`src/sv/mcvm_pkg.sv`:
```
package mcvm_pkg;

    localparam int NUM_VOICES_DEF  = 8;
    localparam int TABLE_DEPTH_DEF = 2048;
    localparam int SAMPLE_BITS_DEF = 16;

    localparam logic [17:0] QUARTER_UNITS = 18'd196608;

    // Click kinds, also the voice state codes.
    localparam logic [1:0] KIND_IDLE = 2'd0;
    localparam logic [1:0] KIND_HIGH = 2'd1;
    localparam logic [1:0] KIND_MID  = 2'd2;
    localparam logic [1:0] KIND_SUB  = 2'd3;

    // Table selector codes.
    localparam logic [1:0] SEL_HIGH = 2'd0;
    localparam logic [1:0] SEL_MID  = 2'd1;
    localparam logic [1:0] SEL_SUB  = 2'd2;

    // Configuration register indexes.
    localparam logic [2:0] REG_ENABLED = 3'd0;
    localparam logic [2:0] REG_SUBDIV  = 3'd1;
    localparam logic [2:0] REG_BEATS   = 3'd2;
    localparam logic [2:0] REG_STEP    = 3'd3;
    localparam logic [2:0] REG_VOLUME  = 3'd4;
    localparam logic [2:0] REG_HLEN    = 3'd5;
    localparam logic [2:0] REG_MLEN    = 3'd6;
    localparam logic [2:0] REG_SLEN    = 3'd7;

    typedef enum logic [2:0] {
        ST_IDLE,
        ST_TRIG,
        ST_KIND,
        ST_VOICE,
        ST_WAIT,
        ST_MIX,
        ST_SAT,
        ST_OUT
    } t_state;

    typedef struct packed {
        logic [1:0]  kind;
        logic [11:0] len;
    } t_lens;

    // Grid interval for each subdivision code.
    function automatic logic [17:0] grid_interval(input logic [2:0] sub);
        case (sub)
            3'd1:    grid_interval = 18'd196608;
            3'd2:    grid_interval = 18'd98304;
            3'd3:    grid_interval = 18'd49152;
            3'd4:    grid_interval = 18'd65536;
            default: grid_interval = 18'd0;
        endcase
    endfunction

endpackage

```
`src/sv/mcvm_mod.sv`:
```
// Serial remainder unit: one quotient bit a cycle, for a 50-bit dividend and
// a divisor below 2^23.
module mcvm_mod (
    input  logic        i_clk,
    input  logic        i_rst_n,
    input  logic        i_start,
    input  logic [49:0] i_num,
    input  logic [22:0] i_den,
    output logic        o_done,
    output logic [22:0] o_rem
);
    import mcvm_pkg::*;

    logic [49:0] r_num;
    logic [23:0] r_rem;
    logic [22:0] r_den;
    logic [5:0]  r_cnt;
    logic        r_busy;
    logic [23:0] w_shift;

    assign w_shift = {r_rem[22:0], r_num[49]};

    // Restoring step per cycle.
    always_ff @(posedge i_clk) begin
        if (!i_rst_n) begin
            r_busy <= 1'b0;
            r_cnt  <= '0;
            o_done <= 1'b0;
        end else begin
            o_done <= 1'b0;
            if (i_start) begin
                r_busy <= 1'b1;
                r_cnt  <= 6'd50;
                r_num  <= i_num;
                r_den  <= i_den;
                r_rem  <= '0;
            end else if (r_busy) begin
                r_num <= {r_num[48:0], 1'b0};
                if (w_shift >= {1'b0, r_den}) begin
                    r_rem <= w_shift - {1'b0, r_den};
                end else begin
                    r_rem <= w_shift;
                end
                r_cnt <= r_cnt - 6'd1;
                if (r_cnt == 6'd1) begin
                    r_busy <= 1'b0;
                    o_done <= 1'b1;
                end
            end
        end
    end

    assign o_rem = r_rem[22:0];
endmodule

```
`config.mk`:
```
export PLATFORM = sky130hd
export DESIGN_NAME = mcvm_mod
export DESIGN_NICKNAME = d
export VERILOG_FILES = /design/src/sv/mcvm_pkg.sv /design/src/sv/mcvm_mod.sv
export SDC_FILE = /design/constraint.sdc
export NUM_CORES = 1
export LEC_CHECK = 0
export ABC_AREA = 1
export BUFFER_PORTS_ARGS = -buffer_cell sky130_fd_sc_hd__clkbuf_2
export CORE_ASPECT_RATIO = 0.7
export CORE_MARGIN = 5
export CORE_UTILIZATION = 35
export CTS_BUF_LIST = sky130_fd_sc_hd__clkbuf_8
export CTS_CLUSTER_SIZE = 40
export DETAILED_ROUTE_END_ITERATION = 6
export MAX_ROUTING_LAYER = met4
export PLACE_DENSITY_LB_ADDON = 0.1
export SYNTH_ARGS = -nofsm -noshare
export SYNTH_HDL_FRONTEND = slang
export SYNTH_SLANG_ARGS = --single-unit
```
`constraint.sdc`:
```
create_clock -name i_clk -period 4.9 [get_ports i_clk]
set_clock_uncertainty 0.2 [all_clocks]
set_input_delay 0.245 -clock i_clk [delete_from_list [all_inputs] [get_ports i_clk]]
set_output_delay 0.245 -clock i_clk [all_outputs]
set_load 0.01 [all_outputs]
```
==> results of run 1 <==
==> cell usage in the layout, fill, tap and decap left out, drive strengths merged, types with 2 or more instances in the layout <==
master       count
dlygate4sd3     74
a21oi           15
xnor2           10
clkbuf         108
ha              25
nand4            7
nand2          347
nand3           27
nor2            75
nand3b           2
nor3             6
clkinv           3
edfxtp          96
dfxtp            8
buf              4
o21ai           10
inv            125
==> metal layers <==
layer	vias to the layer above	part of all wire	GRT usage
met2	104	0.41	0.223
met5	-	0	-
li1	2740	-	-
met4	0	0.011	0.0353
met1	2202	0.53	0.228
met3	15	0.054	0.0372
==> state kept, by name (all words and copies together) (netlist names) <==
name    count
r_cnt       6
r_rem      23
r_den      23
r_busy      1
o_done      1
r_num      50
==> final timing paths <==
kind	start	to	slack, ns	cells past startpoint
setup / recovery	r_num[49]	r_rem[13]	2.08	13
hold / removal	i_start	r_cnt[5]	0.10	3
setup reg to reg	r_num[49]	r_rem[13]	2.08	13
hold reg to reg	r_busy	o_done	0.30	2
==> cells by family (layout without fill, tap and decap cells) <==
family | Yosys count | after routing | synth area share
and+or+nand+nor | 466 | 466 | 0.308
buffers and inverters | 140 | 315 | 0.0922
DFF | 104 | 104 | 0.504
AOI/OAI and AO/OA | 28 | 28 | 0.0251
adders and majority gates | 26 | 26 | 0.0551
xor gates and xnor gates | 11 | 11 | 0.0160
==> timing repair <==
action	CTS	global route
resized for setup	0	0
hold buffers	74	0
endpoints found under the hold margin	79	0
==> cell type report <==
class                           count  area share
Timing Repair Buffer              177       0.165
Clock buffer                        9      0.0160
Sequential cell                   104       0.394
Clock inverter                      7      0.0115
Multi-Input combinational cell    531       0.317
Inverter                          122      0.0593
Tap cell                          231      0.0374
==> through the flow <==
stage / cell area [sq um] / cells / setup WS, ns / total power, mW / utilization
floorplan: 6040 / 775 / 0.550 / 1.50 / -
global placement: 6780 / 1091 / 2.17 / 1.66 / 0.397
detailed placement: 6780 / 1091 / 2.08 / 1.65 / 0.397
CTS: 7730 / 1181 / 2.06 / 2.29 / 0.453
global route: 7730 / 1181 / 1.85 / 2.41 / 0.453
finish: 7730 / 1181 / 2.08 / 2.26 / 0.453
==> power breakdown <==
| part | internal, mW | switching [mW] |
|---|---|---|
| sequential | 1.05 | 0.0329 |
| clock | 0.248 | 0.337 |
| combinational | 0.234 | 0.356 |
==> worst reg2reg max path: cells and delay by family (launching register included) <==
family | cells | cell delay, ns
buffers and inverters | 3 | 0.33
adder cells (fa/ha/maj) | 2 | 0.67
flip-flops | 1 | 0.36
AND/OR/NAND/NOR | 8 | 1.05
==> summary by stage, run 1 <==
Global route
The initial antenna violation count came to 0. The global-route wire length before repair is 24700 um. Entering global routing, the biggest net connects 44 pins. For this run, the total global-route usage over all layers was measured as 0.157. The via count of the first global-routing pass was 4901. For this run the aggregate overflow at the end of global routing stands at 0.

Detailed routing
The routed wirelength normalized by instance count is 12.6 um. The final routed wirelength across all metal layers is 14900 um. The DRC violations left is 0. Dividing the detail-routed via count by the number of cells gives 4.29.

Across all layers, the routed design uses 5061 vias. The post-detailed-route count of antenna-violating nets is 0. The DRC marker count from the first detailed-route iteration is 275.

The total iterations of the first detailed-routing run is 4.

Layout
The total area of multi-input combinational cells is 2450 sq um. The area taken by flip-flops and latches is 3040 sq um. The proportion of layout cells with a drive suffix above 1 is 0.138. The number of fill cells is 1744.

The repair_antennas step left the layout with diodes totalling 0. The total number of nets in the final design is 1047. Compared with the post-synthesis result, the final layout area differs by 28.0%.

Synth
The net count after synthesis is 877. The proportion of register bits with asynchronous set or reset after synthesis is 0. By count the netlist is led by sky130_fd_sc_hd__nand2_1, sky130_fd_sc_hd__inv_1, sky130_fd_sc_hd__edfxtp_1. Synthesis inferred 104 register bits.

Of the synthesized area, sequential elements account for 0.504. Counting flops with a built-in enable in the synthesized netlist gives 96. After synthesis, the netlist uses 31 different library cells. The post-synth design cell area is 6040 sq um. Synthesis produced 775 cells. sky130_fd_sc_hd__edfxtp_1 takes more of the synthesized area than any other cell.

The dominant register cell in the synthesized netlist is sky130_fd_sc_hd__edfxtp_1. Yosys attributes the largest share of cell area to sky130_fd_sc_hd__edfxtp_1, sky130_fd_sc_hd__nand2_1, sky130_fd_sc_hd__inv_1, sky130_fd_sc_hd__ha_1, sky130_fd_sc_hd__nor2_1. The average size of a mapped cell is 7.79 sq um. Among all cell types in the netlist, the one instantiated most often is sky130_fd_sc_hd__nand2_1. Of the post-synthesis cell area, the dominant cell type holds 0.477. The Yosys warning count is 0.

Clock tree
The TritonCTS clock tree is done. The later pin in the worst-skew pair is clocked with a latency of 0.39 ns. The number of setup buffers added after CTS is 0.

The sink count of the clock tree is 104. CTS built an H-tree with a depth of 3. The number of clock buffers inserted by TritonCTS is 9. The CTS clock-pin slew for the worst setup and hold paths is 0.10 ns. The clock passes through at most 2 buffers.

CTS placed an instance of sky130_fd_sc_hd__clkbuf_8 at the clock tree root.

Timing
The number of endpoints failing setup at the final stage is 0. Across all hold checks on the routed design, the worst slack comes to 0.101 ns. The pin slew with the least headroom to its limit is 1.06 ns. The setup total negative slack is 0 ns. In this run the tightest slew margin relative to its limit is 0.293. The final critical path time including I/O delays and setup is 2.82 ns. The number of hold-slack violations in the final timing report is 0. Static timing analysis puts the maximum clock frequency at 0.355 GHz. The share of the clock period used by the worst path after layout is 0.576. Setup repair after global routing left no endpoint under its margin.

The number of pins exceeding their max-slew limit in the final report is 0.

Critical path
Along the worst path, the maximum fanout reaches 41. The arrival time of data at the critical path endpoint is 2.78 ns. The worst setup path is captured at a register. The slowest stage cell on the critical path is sky130_fd_sc_hd__fa_1. The critical path class is reg -> reg.

The critical path launch point type is a register. STA puts the critical path data required time at 4.86 ns. Traced cell by cell, the critical path runs through inv_1 > ha_1 > fa_1 > inv_1 > nand3_1 > nand3_1 > nand2_1 > nand3_1 > nand2_2 > nand3_4 > inv_1 > nor2_1 > nor2_1. The family of cells with the greatest summed delay on the critical path is simple AND/OR/NAND/NOR gates. The peak per-stage delay on the critical path is 0.44 ns. The combined buffer and inverter count along the critical path is 3.

Place
The count of buffers added on input and output ports is 99. At the end of routability-driven placement, the weighted congestion stood at 0.866. The detailed placer's ending HPWL is 10700 um.

Floorplan
The floorplan step defined a die boundary enclosing 20000 sq um. The floorplan core area is 17100 sq um. The initial utilization of the core area, before any placement, comes to 0.354.

In this run the core area contains 40 standard-cell rows. From left edge to right edge, the die measures 167 um. 100 I/O pins were placed. Measured along the y axis, the die boundary spans 120 um.

Min path
The path class of the tightest hold or removal check is in -> reg.

Flow run
The max capacitance violation total is 0.

Power and ir drop
The reported leakage power is 3.90 nW. The largest vdd supply drop is 0.117 mV. Power spread over the standard cell area amounts to 293 nW/um^2.

Status
The flow ran to the end, and the final reports show no timing, DRC or antenna violations.
No activity file was read; power rests on OpenSTA's default activity.
==> inputs of run 2 (changes only) <==
clock period = 2.9 ns   (was 4.9 ns; I/O delays follow)
==> run 2 against run 1 <==
Net effect: non-clock buffer count rose by 6; routed wire length rose by 4.4%; utilization rose by 0.53 points; total power rose by 72%; flip-flop and latch count did not move; sequential share of layout area fell by 0.45 points; clock-buffer cell count did not move; largest cell class unchanged; design area rose by 1.2%; critical path depth rose by 1; combinational power rose by 78%; hold slack improved by 0.16 ns; via count rose by 2.6%.
==> summary by stage, run 2 (synthesized netlist as in run 1, its figures left out) <==
Layout
The total area of multi-input combinational cells is 2460 sq um. The largest registers in the layout are r_num: 50 flops, r_den: 23 flops, r_rem: 23 flops. In the final layout, the share of cells above drive strength 1 is 0.144. The layout-stage area growth over the synthesis result is 29.5%.

The number of flip-flops in the largest register is 50. The total number of nets in the final design is 1054. The top cell types in the final layout, fill and taps aside, are sky130_fd_sc_hd__nand2_1, sky130_fd_sc_hd__inv_1, sky130_fd_sc_hd__clkbuf_2. r_num holds more flip-flops than any other register. The sequential cells in the finished layout cover a total of 3040 sq um. The most common library cell in the layout ignoring fill and taps is sky130_fd_sc_hd__nand2_1. The count of inserted antenna diode cells is 0. The number of fill cells is 1711.

Floorplan
The floorplan core area is 17100 sq um. Row generation in the floorplan step produced 40 rows. The width of the die is 167 um. The floorplan die area is 20000 sq um.

The height of the die is 120 um. The starting density of the core is 0.354. The count of boundary I/O pins is 100.

Global route
For this run, the total global-route usage over all layers was measured as 0.162. Global routing finished with a remaining overflow of 0. Entering global routing, the biggest net connects 52 pins.

The initial antenna violation count is 0. The via count of the first global-routing pass is 5060. The first global-routing pass estimated 25300 um of wire.

Clock tree
The source-to-sink clock delay at the later pin of the worst-skew pair is 0.39 ns. The number of clock buffers inserted by TritonCTS is 9. TritonCTS built the clock tree. The clock drives 104 sinks.

No sink is reached through more buffers than the 2 on the longest clock path. The buffer cell driving the clock tree root is sky130_fd_sc_hd__clkbuf_8. The CTS clock-pin slew for the worst setup and hold paths is 0.11 ns. The number of levels the H-tree was split into is 3.

Timing
The final critical path time including I/O delays and setup is 2.60 ns. Setup repair after global routing left no endpoint under its margin. The worst slew margin relative to its limit is 0.619. The number of pins exceeding their max-slew limit in the final report is 0. After routing, the total negative slack on setup checks comes to 0 ns. The number of hold-slack violations in the final timing report was 0. The pin slew with the least headroom to its limit is 0.571 ns.

The post-route worst setup slack is 0.300 ns. In the finished design, the share of the clock period the worst path needs comes to 0.896. Based on the critical path, the design can be clocked at up to 0.385 GHz.

Setup violations remaining at the end of the flow were counted as 0.

Detailed routing
After detailed routing, the total wire length is 15600 um. The routed wirelength normalized by instance count is 13.1 um. The post-detailed-route count of antenna-violating nets is 0. In this run, the number of DRC markers left after iteration 0 of detailed routing was 343.

The via count is 5195. The DRC violations left is 0. The total iterations of the first detailed-routing run is 5. The via density per instance is 4.37.

Power and ir drop
The internal portion of the total power is 2.62 mW. The areal power density over the cells is 497 nW/um^2. The relative contribution of sequential cells to total power is 0.472. The part of the power in combinational logic is 0.271. Of the total power, the share spent switching nets is 0.325. The net switching component of the power is 1.26 mW. In this run the static leakage power is 3.95 nW. The share of total power dissipated in the clock network is 0.257. The worst-case IR drop observed on VDD is 0.299 mV.

Critical path
The cell depth of the worst flop-to-flop path is 14. The startpoint identified for the worst register-to-register timing path is r_num[49]. The critical path launch point type is a register. The critical path is of the reg -> reg type.

In this design, the stage delay of the slowest critical-path cell is 0.39 ns. STA puts the critical path data required time at 2.85 ns. The flop-to-flop setup slack is 0.30 ns. The combined buffer and inverter count along the critical path is 3. In this run the worst path has a maximum fanout of 15. The family of cells with the greatest summed delay on the critical path is simple AND/OR/NAND/NOR gates.

For this design, the slowest cell found on the critical path is sky130_fd_sc_hd__fa_2. The critical path goes through inv_1 > ha_1 > fa_2 > inv_1 > nand3_1 > nand3_1 > nand2_1 > nand3_1 > nand2_2 > nand3_4 > buf_12 > nand2_1 > nand2_1 > nor2_1. The endpoint of the lowest-slack register-to-register path is r_rem[3].

The arrival time of data at the critical path endpoint is 2.55 ns. STA classifies the critical path endpoint as a register.

Min path
The path class of the lowest-slack min-delay path is in -> reg. The worst hold endpoint is r_den[2]. The worst hold path depth is 2. The worst hold path begins at i_den[2].

Place
Before CTS, the worst setup slack after placement is 0.227 ns. At the end of routability-driven placement, the weighted congestion stood at 0.897. During placement, the flow inserted port buffers numbering 99. The detailed placer's ending HPWL is 10600 um.

Flow run
The max capacitance violation total is 0.

Status
The run finished with clean final reports.
run 2: changes by cell type in the layout (fill, tap and decap cells not counted):
cell	delta
sky130_fd_sc_hd__clkbuf_16	+1
sky130_fd_sc_hd__dlygate4sd3_1	+1
sky130_fd_sc_hd__buf_12	+1
sky130_fd_sc_hd__fa_1	-1
sky130_fd_sc_hd__nand3_2	+1
sky130_fd_sc_hd__buf_4	+3
sky130_fd_sc_hd__fa_2	+1
run 2: cell type report:
cell class / count / area share
well taps: 231 / 0.0370
repair buffers: 183 / 0.173
inverters: 122 / 0.0586
flip-flops and latches: 104 / 0.389
multi-input cells: 532 / 0.315
clock buffers: 9 / 0.0158
clock inverters: 7 / 0.0114
run 2: how the worst max path moves through the flow:
stage	from	end	slack [ns]	cells past startpoint
after floorplan	r_num[49]	r_rem[15]	0.60	14
after global placement	r_num[49]	r_rem[11]	0.28	14
after detailed placement	r_num[49]	r_rem[11]	0.23	14
after CTS	r_num[49]	r_rem[3]	0.20	14
after global routing	r_num[49]	r_rem[10]	0.07	14
final	r_num[49]	r_rem[3]	0.30	14
run 2: routing by layer:
layer / routed length, um / GRT usage / up-vias
li1: - / - / 2759
met4: 189 / 0.0393 / 0
met1: 8170 / 0.233 / 2299
met3: 914 / 0.0356 / 11
met5: 0 / - / -
met2: 6310 / 0.233 / 126
run 2: power by group through the flow:
stage,Clock [mW],Sequential (mW),Combinational [mW]
floorplan,0,1.87,0.658
global placement,0,1.87,0.949
detailed placement,0,1.87,0.942
CTS,1.03,1.83,1.02
global route,1.09,1.85,1.20
finish,0.997,1.83,1.05
run 2: what timing repair did:
item | CTS | global route
hold buffers | 75 | 0
endpoints found under the setup margin | 0 | 13
hold endpoints to repair | 80 | 0
resized for setup | 0 | 1
setup buffers | 0 | 2
run 2: per-stage QoR:
| step | cells | instance area (sq um) | total power, mW | util | hold WS [ns] |
|---|---|---|---|---|---|
| 3_3_place_gp | 1093 | 6800 | 2.82 | 0.399 | 0.123 |
| 4_1_cts | 1184 | 7770 | 3.89 | 0.455 | 0.232 |
| 3_5_place_dp | 1093 | 6800 | 2.81 | 0.399 | 0.124 |
| 6_report | 1188 | 7820 | 3.88 | 0.458 | 0.263 |
| 5_1_grt | 1188 | 7820 | 4.14 | 0.458 | 0.248 |
| 2_1_floorplan | 775 | 6050 | 2.53 | - | 0.0439 |
==> inputs of run 3 (changes only) <==
REMOVE_ABC_BUFFERS = 1   (was default)
==> run 3 against run 2 <==
Net effect: combinational power hardly changed; global-route usage is 0.24 points higher; flip-flop and latch count stayed put; utilization is 0.18 points lower; total power is 0.52% lower; maximum frequency is 0.25% lower; register-to-register slack hardly changed; worst setup slack worse by 0.0064 ns; clock power hardly changed; critical path depth stayed put; die area stayed put; first-iteration DRC count is 7.0% lower; critical path type unchanged; highest routed layer unchanged.
==> summary by stage, run 3 (synthesized netlist as in run 1, its figures left out) <==
Place
The total placed instance area is 6830 sq um. The worst slack at placement is 0.320 ns. The cell count after placement is 1097. The count of buffers from port buffering is 99.

The routability congestion estimate is 0.901. After legalization and detailed placement, the total HPWL measured 11100 um.

Critical path
The cell with the most instances on the worst path is sky130_fd_sc_hd__nand3_1. The kind of cell with the highest combined delay along the critical path is simple AND/OR/NAND/NOR gates. The critical path runs through a total of 14 cells. The cell depth of the worst flop-to-flop path is 14. For the worst setup path, the data required time is 2.85 ns.

The startpoint of the worst register-to-register path is r_num[49]. The critical path launch point is r_num[49]. The largest fanout on the critical path is 21. The critical path class is reg -> reg. Following the worst setup path forward leads to its endpoint at r_rem[22].

The flop-to-flop setup slack is 0.29 ns. The arrival time of data at the critical path endpoint is 2.56 ns. In this design, the stage delay of the slowest critical-path cell is 0.40 ns. The worst setup path is captured at a register. The endpoint of the lowest-slack register-to-register path is r_rem[22]. The slowest stage cell on the critical path is sky130_fd_sc_hd__fa_1. The critical path contains buffers and inverters numbering 3 combined.

The critical path launch point type is a register. Traced cell by cell, the critical path runs through inv_1 > ha_1 > fa_1 > inv_1 > nand3_1 > nand3_1 > nand2_1 > nand3_1 > nand2_2 > nand3_4 > buf_12 > nand2_1 > nor2_1 > nor2_1.

Floorplan
The height of the die is 120 um. The core region is 17100 sq um. For this configuration, the core starts out at a cell density of 0.354.

The width of the die is 167 um. The die covers 20000 sq um. The number of placement rows is 40. The count of boundary I/O pins is 100.

Timing
The pin slew with the least headroom to its limit is 0.609 ns. The final critical path time including I/O delays and setup is 2.61 ns. The number of endpoints failing setup at the final stage is 0. On the final layout, the worst hold slack is 0.150 ns.

The post-route worst setup slack is 0.294 ns. The number of hold-slack violations in the final timing report was 0. Summed over all failing endpoints, the final setup total negative slack is 0 ns. The worst slew margin relative to its limit is 0.594.

The share of the clock period used by the worst path after layout is 0.899. Setup repair after global routing left no endpoint under its margin. The number of pins exceeding their max-slew limit in the final report was 0. Derived from the worst setup path, the maximum achievable clock frequency is 0.384 GHz.

Clock tree
The number of cells upsized or downsized after cts is 0. The number of clock buffers inserted by TritonCTS is 9. The TritonCTS clock tree is done. Once the clock tree was built, the setup fixing pass inserted 0 buffers.

The number of levels the H-tree was split into is 3. The sink count of the clock tree is 104. After clock tree synthesis, the clock-pin slew on the worst setup and hold paths is 0.11 ns.

The buffer cell driving the clock tree root is sky130_fd_sc_hd__clkbuf_8. The source-to-sink clock delay at the later pin of the worst-skew pair is 0.38 ns. The longest clock path from root to sink contains 2 buffers.

Power and ir drop
The design draws 3.86 mW. The reported leakage power is 3.93 nW. Power spread over the standard cell area amounts to 496 nW/um^2. The largest vdd supply drop is 0.229 mV.

Global route
The initial antenna violation count is 0. The total congestion overflow after global routing is 0. The via count of the first global-routing pass was 4931. The pin count of the biggest net entering global routing is 58.

The global-route usage over all layers is 0.164. The first global-routing pass estimated 25600 um of wire.

Flow run
Across the run, the number of max-cap violations was 0.

Layout
Fill cells in the final layout number 1750. The most common library cell in the layout ignoring fill and taps is sky130_fd_sc_hd__nand2_1. The count of inserted antenna diode cells is 0. The post-route cell area is 7790 sq um.

The register with the most flip-flops is r_num. Relative to the synthesized area, the layout overhead comes to 29.0%. The number of flip-flops in the largest register is 50. Leaving out fill and tap cells, the most frequent cells in the layout are sky130_fd_sc_hd__nand2_1, sky130_fd_sc_hd__inv_1, sky130_fd_sc_hd__clkbuf_2.

The largest registers in the layout are r_num: 50 flops, r_den: 23 flops, r_rem: 23 flops. The fraction of the core area covered by cells at the end of the flow is 0.456. Excluding fillers, the count of instances in the completed layout stands at 1187.

For this run, the post-layout net count is 1053. The proportion of layout cells with a drive suffix above 1 is 0.143.

Detailed routing
The via density per instance is 4.36. The count of nets left with antenna violations once routing finished came out at 0. In the routed design, unresolved DRC markers number 0. After the first detailed-routing iteration, the DRC count stood at 319. The routed design has 15400 um of wire.

The routed wirelength normalized by instance count is 13.0 um. The detailed router placed 5180 vias in this run. The total iterations of the first detailed-routing run is 5.

Status
The flow ran to the end, and the final reports show no timing, DRC or antenna violations.

Min path
The min-delay analysis places its worst path in the category in -> reg.
run 3: cell types whose count changed in the layout (fill, tap and decap cells not counted), sizes merged:
cell	previous run	this run
clkbuf	109	108
buf	8	10
inv	125	124
nand3	28	27
dlygate4sd3	75	74
clkinvlp	0	1
run 3: final cells by class:
type | count | area, sq um | area share
Clock inverter | 7 | 91.3 | 0.0117
Tap cell | 231 | 289 | 0.0371
Inverter | 122 | 458 | 0.0588
Sequential cell | 104 | 3040 | 0.391
Clock buffer | 9 | 124 | 0.0159
Multi-Input combinational cell | 531 | 2450 | 0.314
Timing Repair Buffer | 183 | 1340 | 0.172
run 3: layer usage:
metal	share of wire	vias up	track usage	routed length, um
li1	-	2755	-	-
met1	0.55	2317	0.252	8500
met2	0.39	96	0.221	6030
met3	0.048	12	0.0349	738
met4	0.0092	0	0.0322	142
met5	0	-	-	0
run 3: worst reg2reg max path, delay by kind of cell, from the launching register on:
kind                       cells  cell delay, ns
and+or+nand+nor                9            0.86
adders and majority gates      2            0.61
DFF                            1            0.36
buffers and inverters          3            0.35
run 3: worst min path at each step:
stage                     startpoint   endpoint  slack, ns  cells after the start
after floorplan             i_den[0]   r_den[0]       0.04                      0
after global placement     i_den[18]  r_den[18]       0.12                      1
after detailed placement   i_den[12]  r_den[12]       0.12                      1
after CTS                    i_start   r_cnt[1]       0.13                      3
after global routing         i_start   r_cnt[1]       0.20                      3
final                        i_start   r_cnt[1]       0.15                      3
run 3: what timing repair did:
action / in CTS / in global routing
hold buffers: 74 / 0
setup endpoints to repair: 0 / 0
hold endpoints to repair: 80 / 0
run 3: where the power goes:
part	switching, mW	internal (mW)
Combinational	0.622	0.411
Sequential	0.0536	1.78
Clock	0.575	0.419
